<file path="src/sv/uesc_pkg.sv">
// Shared types, constants and helpers for the escape-to-UTF-8 converter.
`timescale 1ns / 1ps

package uesc_pkg;

   // Character codes
   localparam logic [7:0] BSL_CHAR   = 8'h5C;
   localparam logic [7:0] LOWER_U    = 8'h75;
   localparam logic [7:0] UPPER_U    = 8'h55;
   localparam logic [7:0] NUL_CHAR   = 8'h00;

   // UTF-8 lead and continuation bytes
   localparam logic [7:0] UTF_LEAD3  = 8'hE0;
   localparam logic [7:0] UTF_LEAD4  = 8'hF0;
   localparam logic [7:0] UTF_CONT   = 8'h80;

   // Escape tail held for the end-of-string rescan
   localparam int TAIL_MAX    = 7;
   localparam int TAIL_CNT_W  = $clog2(TAIL_MAX + 1);
   localparam int CHARS_W     = 8 * TAIL_MAX;
   localparam int VALUE_W     = 21;

   // Command queue between front and back
   localparam int Q_DEPTH     = 2;
   localparam int Q_IDX_W     = (Q_DEPTH > 1) ? $clog2(Q_DEPTH) : 1;
   localparam int Q_CNT_W     = $clog2(Q_DEPTH + 1);

   // Command kinds
   localparam logic [1:0] CMD_LIT = 2'd0;
   localparam logic [1:0] CMD_U4  = 2'd1;
   localparam logic [1:0] CMD_U8  = 2'd2;
   localparam logic [1:0] CMD_END = 2'd3;

   typedef struct packed {
      logic [1:0]            kind;
      logic [7:0]            lit;         // literal byte, or prefix letter on END
      logic                  has_prefix;  // END: emit lit first
      logic [TAIL_CNT_W-1:0] count;       // END: chars to rescan
      logic [CHARS_W-1:0]    chars;       // END: collected chars, first in low byte
      logic [VALUE_W-1:0]    value;       // U4/U8: code point bits kept
   } cmd_type;

   typedef struct packed {
      logic empty;
      logic full;
   } q_status_type;

   // Non-hex characters count as zero
   function automatic logic [3:0] hex_nibble(input logic [7:0] ch);
      logic [3:0] r;
      r = 4'h0;
      if (ch inside {[8'h30:8'h39]}) begin
         r = ch[3:0];
      end else if (ch inside {[8'h61:8'h66], [8'h41:8'h46]}) begin
         r = ch[3:0] + 4'd9;
      end
      return r;
   endfunction

endpackage

</file>
<file path="src/sv/unicode_escape_to_utf8.sv">
// Top level: streaming converter of backslash escapes to UTF-8 bytes.
// Path: a literal word goes through a queue entry and the output register; escape bytes go
//   through the UTF-8 sequencer into the output register. Throughput: one literal per cycle
//   unless rsp_tready stalls; a u/U-escape is popped, then emits 3/4 words; the terminator
//   emits the u/U letter after an open escape, then the rescanned chars, then a NUL word.
// Reset: synchronous, active high; clears parse mode, queue, sequencer and output valid.
`timescale 1ns / 1ps

module unicode_escape_to_utf8
   import uesc_pkg::*;
(
   input  logic       clock,
   input  logic       reset,
   // input text stream
   input  logic       req_tvalid,
   output logic       req_tready,
   input  logic [7:0] req_tdata,   // [7:0] text_byte
   // output byte stream
   output logic       rsp_tvalid,
   input  logic       rsp_tready,
   output logic [7:0] rsp_tdata,   // [7:0] out_byte
   output logic       rsp_tlast,   // last word caused by one input word
   output logic       rsp_tuser    // [0] string_end
);

   // front -> queue
   logic         push;
   cmd_type      push_cmd;

   // queue -> back
   logic         pop;
   cmd_type      head_cmd;
   q_status_type q_status;

   // Front end classifies every input word: literals go straight to the
   // queue, escape digits collect in a small tail buffer until a complete
   // escape is queued; a terminator ships the unfinished tail to rescan.
   uesc_front u_front (
      .clock      (clock),
      .reset      (reset),
      .req_tvalid (req_tvalid),
      .req_tready (req_tready),
      .req_tdata  (req_tdata),
      .q_status   (q_status),
      .push       (push),
      .push_cmd   (push_cmd)
   );

   // Two-entry queue lets the front keep taking words while the back
   // expands a multi-byte escape.
   uesc_queue u_queue (
      .clock    (clock),
      .reset    (reset),
      .push     (push),
      .push_cmd (push_cmd),
      .pop      (pop),
      .head_cmd (head_cmd),
      .q_status (q_status)
   );

   // Back end emits at most one output word per cycle into the output register, as rsp_tready allows.
   uesc_back u_back (
      .clock      (clock),
      .reset      (reset),
      .head_cmd   (head_cmd),
      .q_status   (q_status),
      .pop        (pop),
      .rsp_tvalid (rsp_tvalid),
      .rsp_tready (rsp_tready),
      .rsp_tdata  (rsp_tdata),
      .rsp_tlast  (rsp_tlast),
      .rsp_tuser  (rsp_tuser)
   );

endmodule

</file>
<file path="src/sv/uesc_front.sv">
// Front end: takes input words, tracks escape state, issues commands.
`timescale 1ns / 1ps

module uesc_front
   import uesc_pkg::*;
(
   input  logic         clock,
   input  logic         reset,
   input  logic         req_tvalid,
   output logic         req_tready,
   input  logic [7:0]   req_tdata,
   input  q_status_type q_status,
   output logic         push,
   output cmd_type      push_cmd
);

   localparam logic [1:0] MODE_NORMAL = 2'd0;
   localparam logic [1:0] MODE_BSLASH = 2'd1;
   localparam logic [1:0] MODE_U4     = 2'd2;
   localparam logic [1:0] MODE_U8     = 2'd3;

   logic [1:0] mode_ff, mode_in;
   logic [3:0] digits_ff, digits_in;
   logic [7:0] buf_ff [TAIL_MAX];

   logic                  accept;
   logic                  buf_wr_en;
   logic [TAIL_CNT_W-1:0] buf_wr_idx;
   logic [CHARS_W-1:0]    tail_chars;
   logic [3:0]            cur_nib;
   logic [3:0]            nib2;

   assign req_tready = !q_status.full;
   assign accept     = req_tvalid && req_tready;
   assign buf_wr_idx = digits_ff[TAIL_CNT_W-1:0];
   assign cur_nib    = hex_nibble(req_tdata);
   assign nib2       = hex_nibble(buf_ff[2]);

   always_comb begin
      for (int i = 0; i < TAIL_MAX; i++) begin
         tail_chars[8*i +: 8] = buf_ff[i];
      end
   end

   always_comb begin
      mode_in        = mode_ff;
      digits_in      = digits_ff;
      buf_wr_en      = 1'b0;
      push           = 1'b0;
      push_cmd       = '0;
      push_cmd.lit   = req_tdata;
      push_cmd.chars = tail_chars;
      if (accept) begin
         if (req_tdata == NUL_CHAR) begin
            push                = 1'b1;
            push_cmd.kind       = CMD_END;
            push_cmd.has_prefix = (mode_ff == MODE_U4) || (mode_ff == MODE_U8);
            push_cmd.lit        = (mode_ff == MODE_U4) ? LOWER_U : UPPER_U;
            push_cmd.count      = push_cmd.has_prefix ? digits_ff[TAIL_CNT_W-1:0] : '0;
            mode_in             = MODE_NORMAL;
            digits_in           = 4'd0;
         end else begin
            case (mode_ff)
               MODE_NORMAL: begin
                  if (req_tdata == BSL_CHAR) begin
                     mode_in = MODE_BSLASH;
                  end else begin
                     push          = 1'b1;
                     push_cmd.kind = CMD_LIT;
                  end
               end
               MODE_BSLASH: begin
                  digits_in = 4'd0;
                  if (req_tdata == LOWER_U) begin
                     mode_in = MODE_U4;
                  end else if (req_tdata == UPPER_U) begin
                     mode_in = MODE_U8;
                  end else begin
                     push          = 1'b1;
                     push_cmd.kind = CMD_LIT;
                     mode_in       = MODE_NORMAL;
                  end
               end
               MODE_U4: begin
                  if (digits_ff == 4'd3) begin
                     push           = 1'b1;
                     push_cmd.kind  = CMD_U4;
                     push_cmd.value = {5'd0, hex_nibble(buf_ff[0]), hex_nibble(buf_ff[1]),
                                       hex_nibble(buf_ff[2]), cur_nib};
                     mode_in        = MODE_NORMAL;
                     digits_in      = 4'd0;
                  end else begin
                     buf_wr_en = 1'b1;
                     digits_in = digits_ff + 4'd1;
                  end
               end
               MODE_U8: begin
                  if (digits_ff == 4'd7) begin
                     push           = 1'b1;
                     push_cmd.kind  = CMD_U8;
                     push_cmd.value = {nib2[0], hex_nibble(buf_ff[3]),
                                       hex_nibble(buf_ff[4]), hex_nibble(buf_ff[5]),
                                       hex_nibble(buf_ff[6]), cur_nib};
                     mode_in        = MODE_NORMAL;
                     digits_in      = 4'd0;
                  end else begin
                     buf_wr_en = 1'b1;
                     digits_in = digits_ff + 4'd1;
                  end
               end
               default: begin
                  mode_in = MODE_NORMAL;
               end
            endcase
         end
      end
   end

   always_ff @(posedge clock) begin
      if (reset) begin
         mode_ff   <= MODE_NORMAL;
         digits_ff <= 4'd0;
      end else begin
         mode_ff   <= mode_in;
         digits_ff <= digits_in;
      end
   end

   // Tail buffer: payload only, written before it is ever read
   always_ff @(posedge clock) begin
      if (buf_wr_en) begin
         buf_ff[buf_wr_idx] <= req_tdata;
      end
   end

   assert property (@(posedge clock) disable iff (reset)
      (mode_ff == MODE_U4) |-> (digits_ff < 4'd4))
      else $error("u-escape digit count out of range");

   assert property (@(posedge clock) disable iff (reset)
      (mode_ff == MODE_NORMAL) || (mode_ff == MODE_BSLASH) |-> (digits_ff == 4'd0))
      else $error("digit count left over outside an escape");

endmodule

</file>
<file path="src/sv/uesc_queue.sv">
// Short command queue between the front and back ends.
`timescale 1ns / 1ps

module uesc_queue
   import uesc_pkg::*;
(
   input  logic         clock,
   input  logic         reset,
   input  logic         push,
   input  cmd_type      push_cmd,
   input  logic         pop,
   output cmd_type      head_cmd,
   output q_status_type q_status
);

   cmd_type              entry_ff [Q_DEPTH];
   logic [Q_IDX_W-1:0]   wr_ptr_ff, wr_ptr_in;
   logic [Q_IDX_W-1:0]   rd_ptr_ff, rd_ptr_in;
   logic [Q_CNT_W-1:0]   count_ff, count_in;

   localparam logic [Q_IDX_W-1:0] LAST_IDX = Q_IDX_W'(Q_DEPTH - 1);

   assign head_cmd       = entry_ff[rd_ptr_ff];
   assign q_status.empty = (count_ff == '0);
   assign q_status.full  = (count_ff == Q_CNT_W'(Q_DEPTH));

   always_comb begin
      wr_ptr_in = wr_ptr_ff;
      rd_ptr_in = rd_ptr_ff;
      count_in  = count_ff;
      if (push) begin
         wr_ptr_in = (wr_ptr_ff == LAST_IDX) ? '0 : wr_ptr_ff + 1'b1;
      end
      if (pop) begin
         rd_ptr_in = (rd_ptr_ff == LAST_IDX) ? '0 : rd_ptr_ff + 1'b1;
      end
      if (push && !pop) begin
         count_in = count_ff + 1'b1;
      end else if (pop && !push) begin
         count_in = count_ff - 1'b1;
      end
   end

   always_ff @(posedge clock) begin
      if (reset) begin
         wr_ptr_ff <= '0;
         rd_ptr_ff <= '0;
         count_ff  <= '0;
      end else begin
         wr_ptr_ff <= wr_ptr_in;
         rd_ptr_ff <= rd_ptr_in;
         count_ff  <= count_in;
      end
   end

   always_ff @(posedge clock) begin
      if (push) begin
         entry_ff[wr_ptr_ff] <= push_cmd;
      end
   end

   assert property (@(posedge clock) disable iff (reset) push |-> !q_status.full)
      else $error("push into a full queue");

   assert property (@(posedge clock) disable iff (reset) pop |-> !q_status.empty)
      else $error("pop from an empty queue");

endmodule

</file>
<file path="src/sv/uesc_back.sv">
// Back end: expands commands into output words and drives the output register.
`timescale 1ns / 1ps

module uesc_back
   import uesc_pkg::*;
(
   input  logic         clock,
   input  logic         reset,
   input  cmd_type      head_cmd,
   input  q_status_type q_status,
   output logic         pop,
   output logic         rsp_tvalid,
   input  logic         rsp_tready,
   output logic [7:0]   rsp_tdata,
   output logic         rsp_tlast,
   output logic         rsp_tuser
);

   localparam logic [1:0] S_IDLE = 2'd0;
   localparam logic [1:0] S_UTF  = 2'd1;
   localparam logic [1:0] S_PFX  = 2'd2;
   localparam logic [1:0] S_SCAN = 2'd3;

   logic [1:0]            state_ff, state_in;
   logic [VALUE_W-1:0]    value_ff, value_in;
   logic [2:0]            left_ff, left_in;
   logic                  wide_ff, wide_in;
   logic                  flush_ff, flush_in;
   logic [7:0]            prefix_ff, prefix_in;
   logic [CHARS_W-1:0]    chars_ff, chars_in;
   logic [TAIL_CNT_W-1:0] count_ff, count_in;

   logic                  rsp_valid_ff, rsp_valid_in;
   logic [7:0]            rsp_data_ff, rsp_data_in;
   logic                  rsp_last_ff, rsp_last_in;
   logic                  rsp_user_ff, rsp_user_in;

   logic                  adv;
   logic                  em_valid;
   logic [7:0]            em_byte;
   logic                  em_last;
   logic                  em_end;
   logic [7:0]            utf_byte;
   logic [7:0]            c0, c1;

   assign adv = !rsp_valid_ff || rsp_tready;
   assign c0  = chars_ff[7:0];
   assign c1  = chars_ff[15:8];

   // Byte of the UTF-8 sequence picked by the remaining count
   always_comb begin
      case (left_ff)
         3'd4:    utf_byte = UTF_LEAD4 | {5'd0, value_ff[20:18]};
         3'd3:    utf_byte = wide_ff ? (UTF_CONT | {2'd0, value_ff[17:12]})
                                     : (UTF_LEAD3 | {4'd0, value_ff[15:12]});
         3'd2:    utf_byte = UTF_CONT | {2'd0, value_ff[11:6]};
         3'd1:    utf_byte = UTF_CONT | {2'd0, value_ff[5:0]};
         default: utf_byte = 8'd0;
      endcase
   end

   always_comb begin
      state_in  = state_ff;
      value_in  = value_ff;
      left_in   = left_ff;
      wide_in   = wide_ff;
      flush_in  = flush_ff;
      prefix_in = prefix_ff;
      chars_in  = chars_ff;
      count_in  = count_ff;
      pop       = 1'b0;
      em_valid  = 1'b0;
      em_byte   = 8'd0;
      em_last   = 1'b0;
      em_end    = 1'b0;
      if (adv) begin
         case (state_ff)
            S_IDLE: begin
               if (!q_status.empty) begin
                  pop = 1'b1;
                  case (head_cmd.kind)
                     CMD_LIT: begin
                        em_valid = 1'b1;
                        em_byte  = head_cmd.lit;
                        em_last  = 1'b1;
                     end
                     CMD_U4: begin
                        value_in = head_cmd.value;
                        left_in  = 3'd3;
                        wide_in  = 1'b0;
                        flush_in = 1'b0;
                        state_in = S_UTF;
                     end
                     CMD_U8: begin
                        value_in = head_cmd.value;
                        left_in  = 3'd4;
                        wide_in  = 1'b1;
                        flush_in = 1'b0;
                        state_in = S_UTF;
                     end
                     CMD_END: begin
                        chars_in  = head_cmd.chars;
                        count_in  = head_cmd.count;
                        prefix_in = head_cmd.lit;
                        flush_in  = 1'b1;
                        state_in  = head_cmd.has_prefix ? S_PFX : S_SCAN;
                     end
                     default: begin
                        state_in = S_IDLE;
                     end
                  endcase
               end
            end
            S_UTF: begin
               em_valid = 1'b1;
               em_byte  = utf_byte;
               em_last  = (left_ff == 3'd1) && !flush_ff;
               left_in  = left_ff - 3'd1;
               if (left_ff == 3'd1) begin
                  state_in = flush_ff ? S_SCAN : S_IDLE;
               end
            end
            S_PFX: begin
               em_valid = 1'b1;
               em_byte  = prefix_ff;
               state_in = S_SCAN;
            end
            S_SCAN: begin
               if (count_ff == '0) begin
                  // string terminator closes the run
                  em_valid = 1'b1;
                  em_byte  = NUL_CHAR;
                  em_last  = 1'b1;
                  em_end   = 1'b1;
                  flush_in = 1'b0;
                  state_in = S_IDLE;
               end else if (c0 != BSL_CHAR) begin
                  em_valid = 1'b1;
                  em_byte  = c0;
                  chars_in = chars_ff >> 8;
                  count_in = count_ff - 1'b1;
               end else if (count_ff >= TAIL_CNT_W'(2) && c1 == BSL_CHAR) begin
                  em_valid = 1'b1;
                  em_byte  = BSL_CHAR;
                  chars_in = chars_ff >> 16;
                  count_in = count_ff - TAIL_CNT_W'(2);
               end else if (count_ff >= TAIL_CNT_W'(6) && c1 == LOWER_U) begin
                  // complete u-escape inside the tail
                  value_in = {5'd0, hex_nibble(chars_ff[23:16]), hex_nibble(chars_ff[31:24]),
                              hex_nibble(chars_ff[39:32]), hex_nibble(chars_ff[47:40])};
                  left_in  = 3'd3;
                  wide_in  = 1'b0;
                  chars_in = chars_ff >> 48;
                  count_in = count_ff - TAIL_CNT_W'(6);
                  state_in = S_UTF;
               end else begin
                  // lone backslash dropped
                  chars_in = chars_ff >> 8;
                  count_in = count_ff - 1'b1;
               end
            end
            default: begin
               state_in = S_IDLE;
            end
         endcase
      end
   end

   always_comb begin
      rsp_valid_in = rsp_valid_ff;
      rsp_data_in  = rsp_data_ff;
      rsp_last_in  = rsp_last_ff;
      rsp_user_in  = rsp_user_ff;
      if (adv) begin
         rsp_valid_in = em_valid;
         rsp_data_in  = em_byte;
         rsp_last_in  = em_last;
         rsp_user_in  = em_end;
      end
   end

   always_ff @(posedge clock) begin
      if (reset) begin
         state_ff     <= S_IDLE;
         flush_ff     <= 1'b0;
         left_ff      <= 3'd0;
         count_ff     <= '0;
         rsp_valid_ff <= 1'b0;
      end else begin
         state_ff     <= state_in;
         flush_ff     <= flush_in;
         left_ff      <= left_in;
         count_ff     <= count_in;
         rsp_valid_ff <= rsp_valid_in;
      end
   end

   always_ff @(posedge clock) begin
      value_ff    <= value_in;
      wide_ff     <= wide_in;
      prefix_ff   <= prefix_in;
      chars_ff    <= chars_in;
      rsp_data_ff <= rsp_data_in;
      rsp_last_ff <= rsp_last_in;
      rsp_user_ff <= rsp_user_in;
   end

   assign rsp_tvalid = rsp_valid_ff;
   assign rsp_tdata  = rsp_data_ff;
   assign rsp_tlast  = rsp_last_ff;
   assign rsp_tuser  = rsp_user_ff;

   assert property (@(posedge clock) disable iff (reset)
      (rsp_valid_ff && rsp_user_ff) |-> (rsp_last_ff && rsp_data_ff == NUL_CHAR))
      else $error("terminator word not closing its run");

   assert property (@(posedge clock) disable iff (reset)
      (state_ff == S_UTF) |-> (left_ff != 3'd0))
      else $error("UTF-8 sequencer active with nothing left");

endmodule
</file>
<file path="config.mk">
export PLATFORM = sky130hd
export DESIGN_NAME = unicode_escape_to_utf8
export DESIGN_NICKNAME = d
export VERILOG_FILES = /design/src/sv/uesc_pkg.sv /design/src/sv/unicode_escape_to_utf8.sv /design/src/sv/uesc_front.sv /design/src/sv/uesc_queue.sv /design/src/sv/uesc_back.sv
export SDC_FILE = /design/constraint.sdc
export NUM_CORES = 1
export LEC_CHECK = 0
export ABC_AREA = 1
export BUFFER_PORTS_ARGS = -buffer_cell sky130_fd_sc_hd__buf_2
export CAP_MARGIN = 40
export CORE_MARGIN = 8
export CORE_UTILIZATION = 63
export CTS_BUF_LIST = sky130_fd_sc_hd__clkbuf_8 sky130_fd_sc_hd__clkbuf_16
export CTS_CLUSTER_SIZE = 8
export DETAILED_ROUTE_END_ITERATION = 8
export PLACE_DENSITY = 0.8
export SLEW_MARGIN = 20
export SYNTH_ARGS = -nofsm -noshare
export SYNTH_HDL_FRONTEND = slang
export SYNTH_SLANG_ARGS = --single-unit
</file>
<file path="constraint.sdc">
create_clock -name clock -period 6 [get_ports clock]
set_input_delay 0.3 -clock clock [delete_from_list [all_inputs] [get_ports clock]]
set_output_delay 0.3 -clock clock [all_outputs]
set_load 0.01 [all_outputs]
</file>
==> reports/qor.yml <==
num_io_pins: 24
final_util_pct: 70.4
r2r_setup_slack_ns: 3.05
overflow: 0
reg2reg_depth: 9
max-vdd-ir-drop_uv: 244
cts_tree: "built"
min_path_type: "primary input to flop"
worstReg2RegStart: "u_front.digits_ff[1]$_SDFFE_PP0P_"
dieArea_sq_mm: 0.0323
maxSlewHeadroom_pct: 41.3
grt.total_usage_pct: 26.4
start_util_pct: 63.4
h-tree-depth: 2
maxCapViolCount: 0
place.gp.congestion: 0.983
total_leakage_power_nw: 7.39
fin_skew_ns: 0.0262
fin_cells: 2061
synth.distinct_cells: 48
crit_path_max_fanout: 60
grt_pass1_vias: 11784
hold_buffers: 0
combPwrFrac_pct: 24.2
first_pass_iters: 5
post-route-drc-count: 0
power.density_mw_per_mm2: 437
ys_ff_latch: 355
switching_share_pct: 33.1
synthesis.nets: 1736
hp-start: "req_tdata[0]"
finalHoldViolCount: 0
finalCritPeriodShare_pct: 49.2
die_x_um: 180
final-setup-viol-count: 0
power.total_mw: 8.19
cts_sinks: 355
routed_wl_mm: 43.2
maxSlewViolCount: 0
wire_per_inst_um: 21.0
portBuffers: 23
viasPerCell: 6.08
synth_edf_count: 334
rows: 60
syn_area_sq_mm: 0.0169
p_switching_mw: 2.71
min_path_cells: 1
max_freq_mhz: 339
cts_buffers: 50
area_delta_synth_final_pct: 11.1
detail-route-antenna-nets: 0
crit_type: "flop to flop"
p_seq_share_pct: 45.6
clock_power_share_pct: 30.2
synth_cells: 1660
path_clk_slew_ns: 0.06
setup_tns_ns: 0
cts_max_path_buffers: 3
cp_data_arrival_time_ns: 3.11
holdPathEnd: "u_front.buf_ff[1][0]$_DFFE_PP_"
dp.cells: 1985
vias: 12527
p_int_mw: 5.48
yosysWarnings: 0
first_iter_violations: 1537
cts_post_setup_buffers_inserted: 0
worst_setup_path_end_kind: "flop"
clk_latency_ns: 0.56
tightest_slew_ns: 0.880
drive_gt1_share_pct: 8.49
synth_area_per_cell_sq_um: 10.2
ys_async_sr_fraction_pct: 0
diodes: 0
antenna_found_initial: 0
r2r-end: "u_queue.entry_ff[0][51]$_DFFE_PP_"
yosysSeqAreaShare_pct: 61.9
grt_max_degree: 84
hold-worst-slack_ns: 0.0720
cts.repair.resized: 0
fp.dieH_um: 180
dp_hpwl_mm: 30.3
status: "finished, final reports clean"
fin_crit_ns: 2.95
rsz0062_at_grt: "no"
cts_root_buffer: "clkbuf_16"
grt_pass1_wl_mm: 66.6
required_ns: 6.16
fin_nets: 1773
synthFlopType: "edfxtp_1"
coreArea_sq_mm: 0.0267
start_kind: "flop"
metrics by stage:
step / instance area [sq um] / setup WS, ns
final: 18800 / 3.05
after global routing: 18800 / 2.86
after CTS: 18700 / 3.08
after detailed placement: 17300 / 2.66
after global placement: 17300 / 2.70
after floorplan: 16900 / 0.501
placed cells by master, fill, tap and decap left out, types with 7 or more instances in the layout:
cell type / Yosys / final
a22oi_1: 11 / 11
buf_4: 1 / 9
nand4_1: 9 / 9
nor2_1: 171 / 169
nand3b_1: 12 / 12
edfxtp_1: 334 / 334
o211ai_1: 9 / 9
nand2_1: 406 / 406
ha_1: 64 / 63
dfxtp_1: 21 / 20
o21ai_1: 21 / 21
inv_2: 12 / 13
buf_2: 11 / 24
o21ai_0: 104 / 104
xor2_1: 14 / 14
o22ai_1: 13 / 13
or2_2: 15 / 15
clkbuf_16: 0 / 51
inv_1: 127 / 147
nor3_1: 31 / 27
a21oi_1: 102 / 102
nand3_1: 86 / 86
a31oi_1: 7 / 7
cell type report:
type / count / area (sq um)
clock buffer: 51 / 1280
sequential: 355 / 10500
timing repair buffer: 35 / 235
multi-input combinational: 1114 / 5730
clock inverter: 24 / 119
tap: 341 / 427
fill: 1857 / 7880
inverter: 141 / 533
power by group through the flow:
stage          logic [mW]  clock network, mW  registers [mW]
2_1_floorplan        1.32                  0            3.69
3_3_place_gp         1.86                  0            3.76
3_5_place_dp         1.91                  0            3.77
4_1_cts              1.94               2.49            3.73
5_1_grt              2.21               2.60            3.78
6_report             1.98               2.47            3.74
worst max path at each step:
stage,start,end,cells past startpoint
global placement,req_tdata[0],u_queue.entry_ff[1][62]$_DFFE_PP_,12
CTS,u_front.digits_ff[1]$_SDFFE_PP0P_,u_queue.entry_ff[0][60]$_DFFE_PP_,9
floorplan,req_tdata[0],u_queue.entry_ff[0][0]$_DFFE_PP_,9
detailed placement,req_tdata[0],u_queue.entry_ff[0][62]$_DFFE_PP_,13
global route,u_front.digits_ff[1]$_SDFFE_PP0P_,u_queue.entry_ff[0][45]$_DFFE_PP_,9
finish,u_front.digits_ff[1]$_SDFFE_PP0P_,u_queue.entry_ff[0][51]$_DFFE_PP_,9
layer usage:
metal  share of wire (%)  global-route usage (%)  up-vias
met5                   0                       0        -
met4                 3.8                    11.0        0
met3                  10                    4.21       91
met2                  45                    40.8      725
met1                  40                    37.0     5932
li1                    -                       -     5779
worst max-delay path, cell delays in order, from the launching register on:
cell and delay [ns]:
dfxtp_1 0.39, ha_1 0.22, nand3_1 0.12, nor2_1 0.23, nor2_1 0.10, nand3_1 0.13
nand2_1 0.14, nor2_4 0.09, buf_4 0.38, buf_4 0.70
sequential cells by signal (all words and copies together), names as in the netlist, 2 cells and up, named ones only:
| signal | flops |
|---|---|
| u_back.rsp_tdata | 8 |
| u_back.state_ff | 2 |
| u_queue.entry_ff | 182 |
| u_queue.count_ff | 2 |
| u_back.chars_ff | 56 |
| u_back.count_ff | 3 |
| u_front.buf_ff | 56 |
| u_back.value_ff | 21 |
| u_back.left_ff | 3 |
| u_front.digits_ff | 4 |
| u_back.prefix_ff | 8 |
| u_front.mode_ff | 2 |
kinds of logic (layout without fill, tap and decap cells):
family / after synthesis / after routing / synth area share [%]
simple gates: 747 / 747 / 18.7
flops: 355 / 355 / 61.9
compound gates: 284 / 284 / 9.24
buf+inv: 191 / 251 / 4.50
fa+ha+maj: 64 / 64 / 4.74
xor+xnor: 17 / 17 / 0.882
mux: 2 / 2 / 0.119
cell usage after synthesis, types with 2 or more instances:
library cell / count / share of area (%)
a21o_1: 2 / 0.089
a21oi_1: 102 / 3.0
a21oi_2: 4 / 0.21
a22oi_1: 11 / 0.49
a31oi_1: 7 / 0.26
buf_1: 4 / 0.089
buf_2: 11 / 0.33
buf_6: 3 / 0.20
clkbuf_1: 31 / 0.69
dfxtp_1: 21 / 2.5
edfxtp_1: 334 / 59
ha_1: 64 / 4.7
inv_1: 127 / 2.8
inv_2: 12 / 0.27
mux2i_1: 2 / 0.12
nand2_1: 406 / 9.0
nand2_2: 3 / 0.11
nand2_4: 2 / 0.13
nand3_1: 86 / 2.5
nand3b_1: 12 / 0.53
nand4_1: 9 / 0.33
nor2_1: 171 / 3.8
nor2_4: 4 / 0.27
nor3_1: 31 / 0.92
nor3_2: 2 / 0.12
o211ai_1: 9 / 0.40
o21ai_0: 104 / 3.1
o21ai_1: 21 / 0.62
o221ai_1: 5 / 0.26
o22ai_1: 13 / 0.48
or2_2: 15 / 0.56
xnor2_1: 3 / 0.16
xor2_1: 14 / 0.73
(Power assumes the default switching activity.)
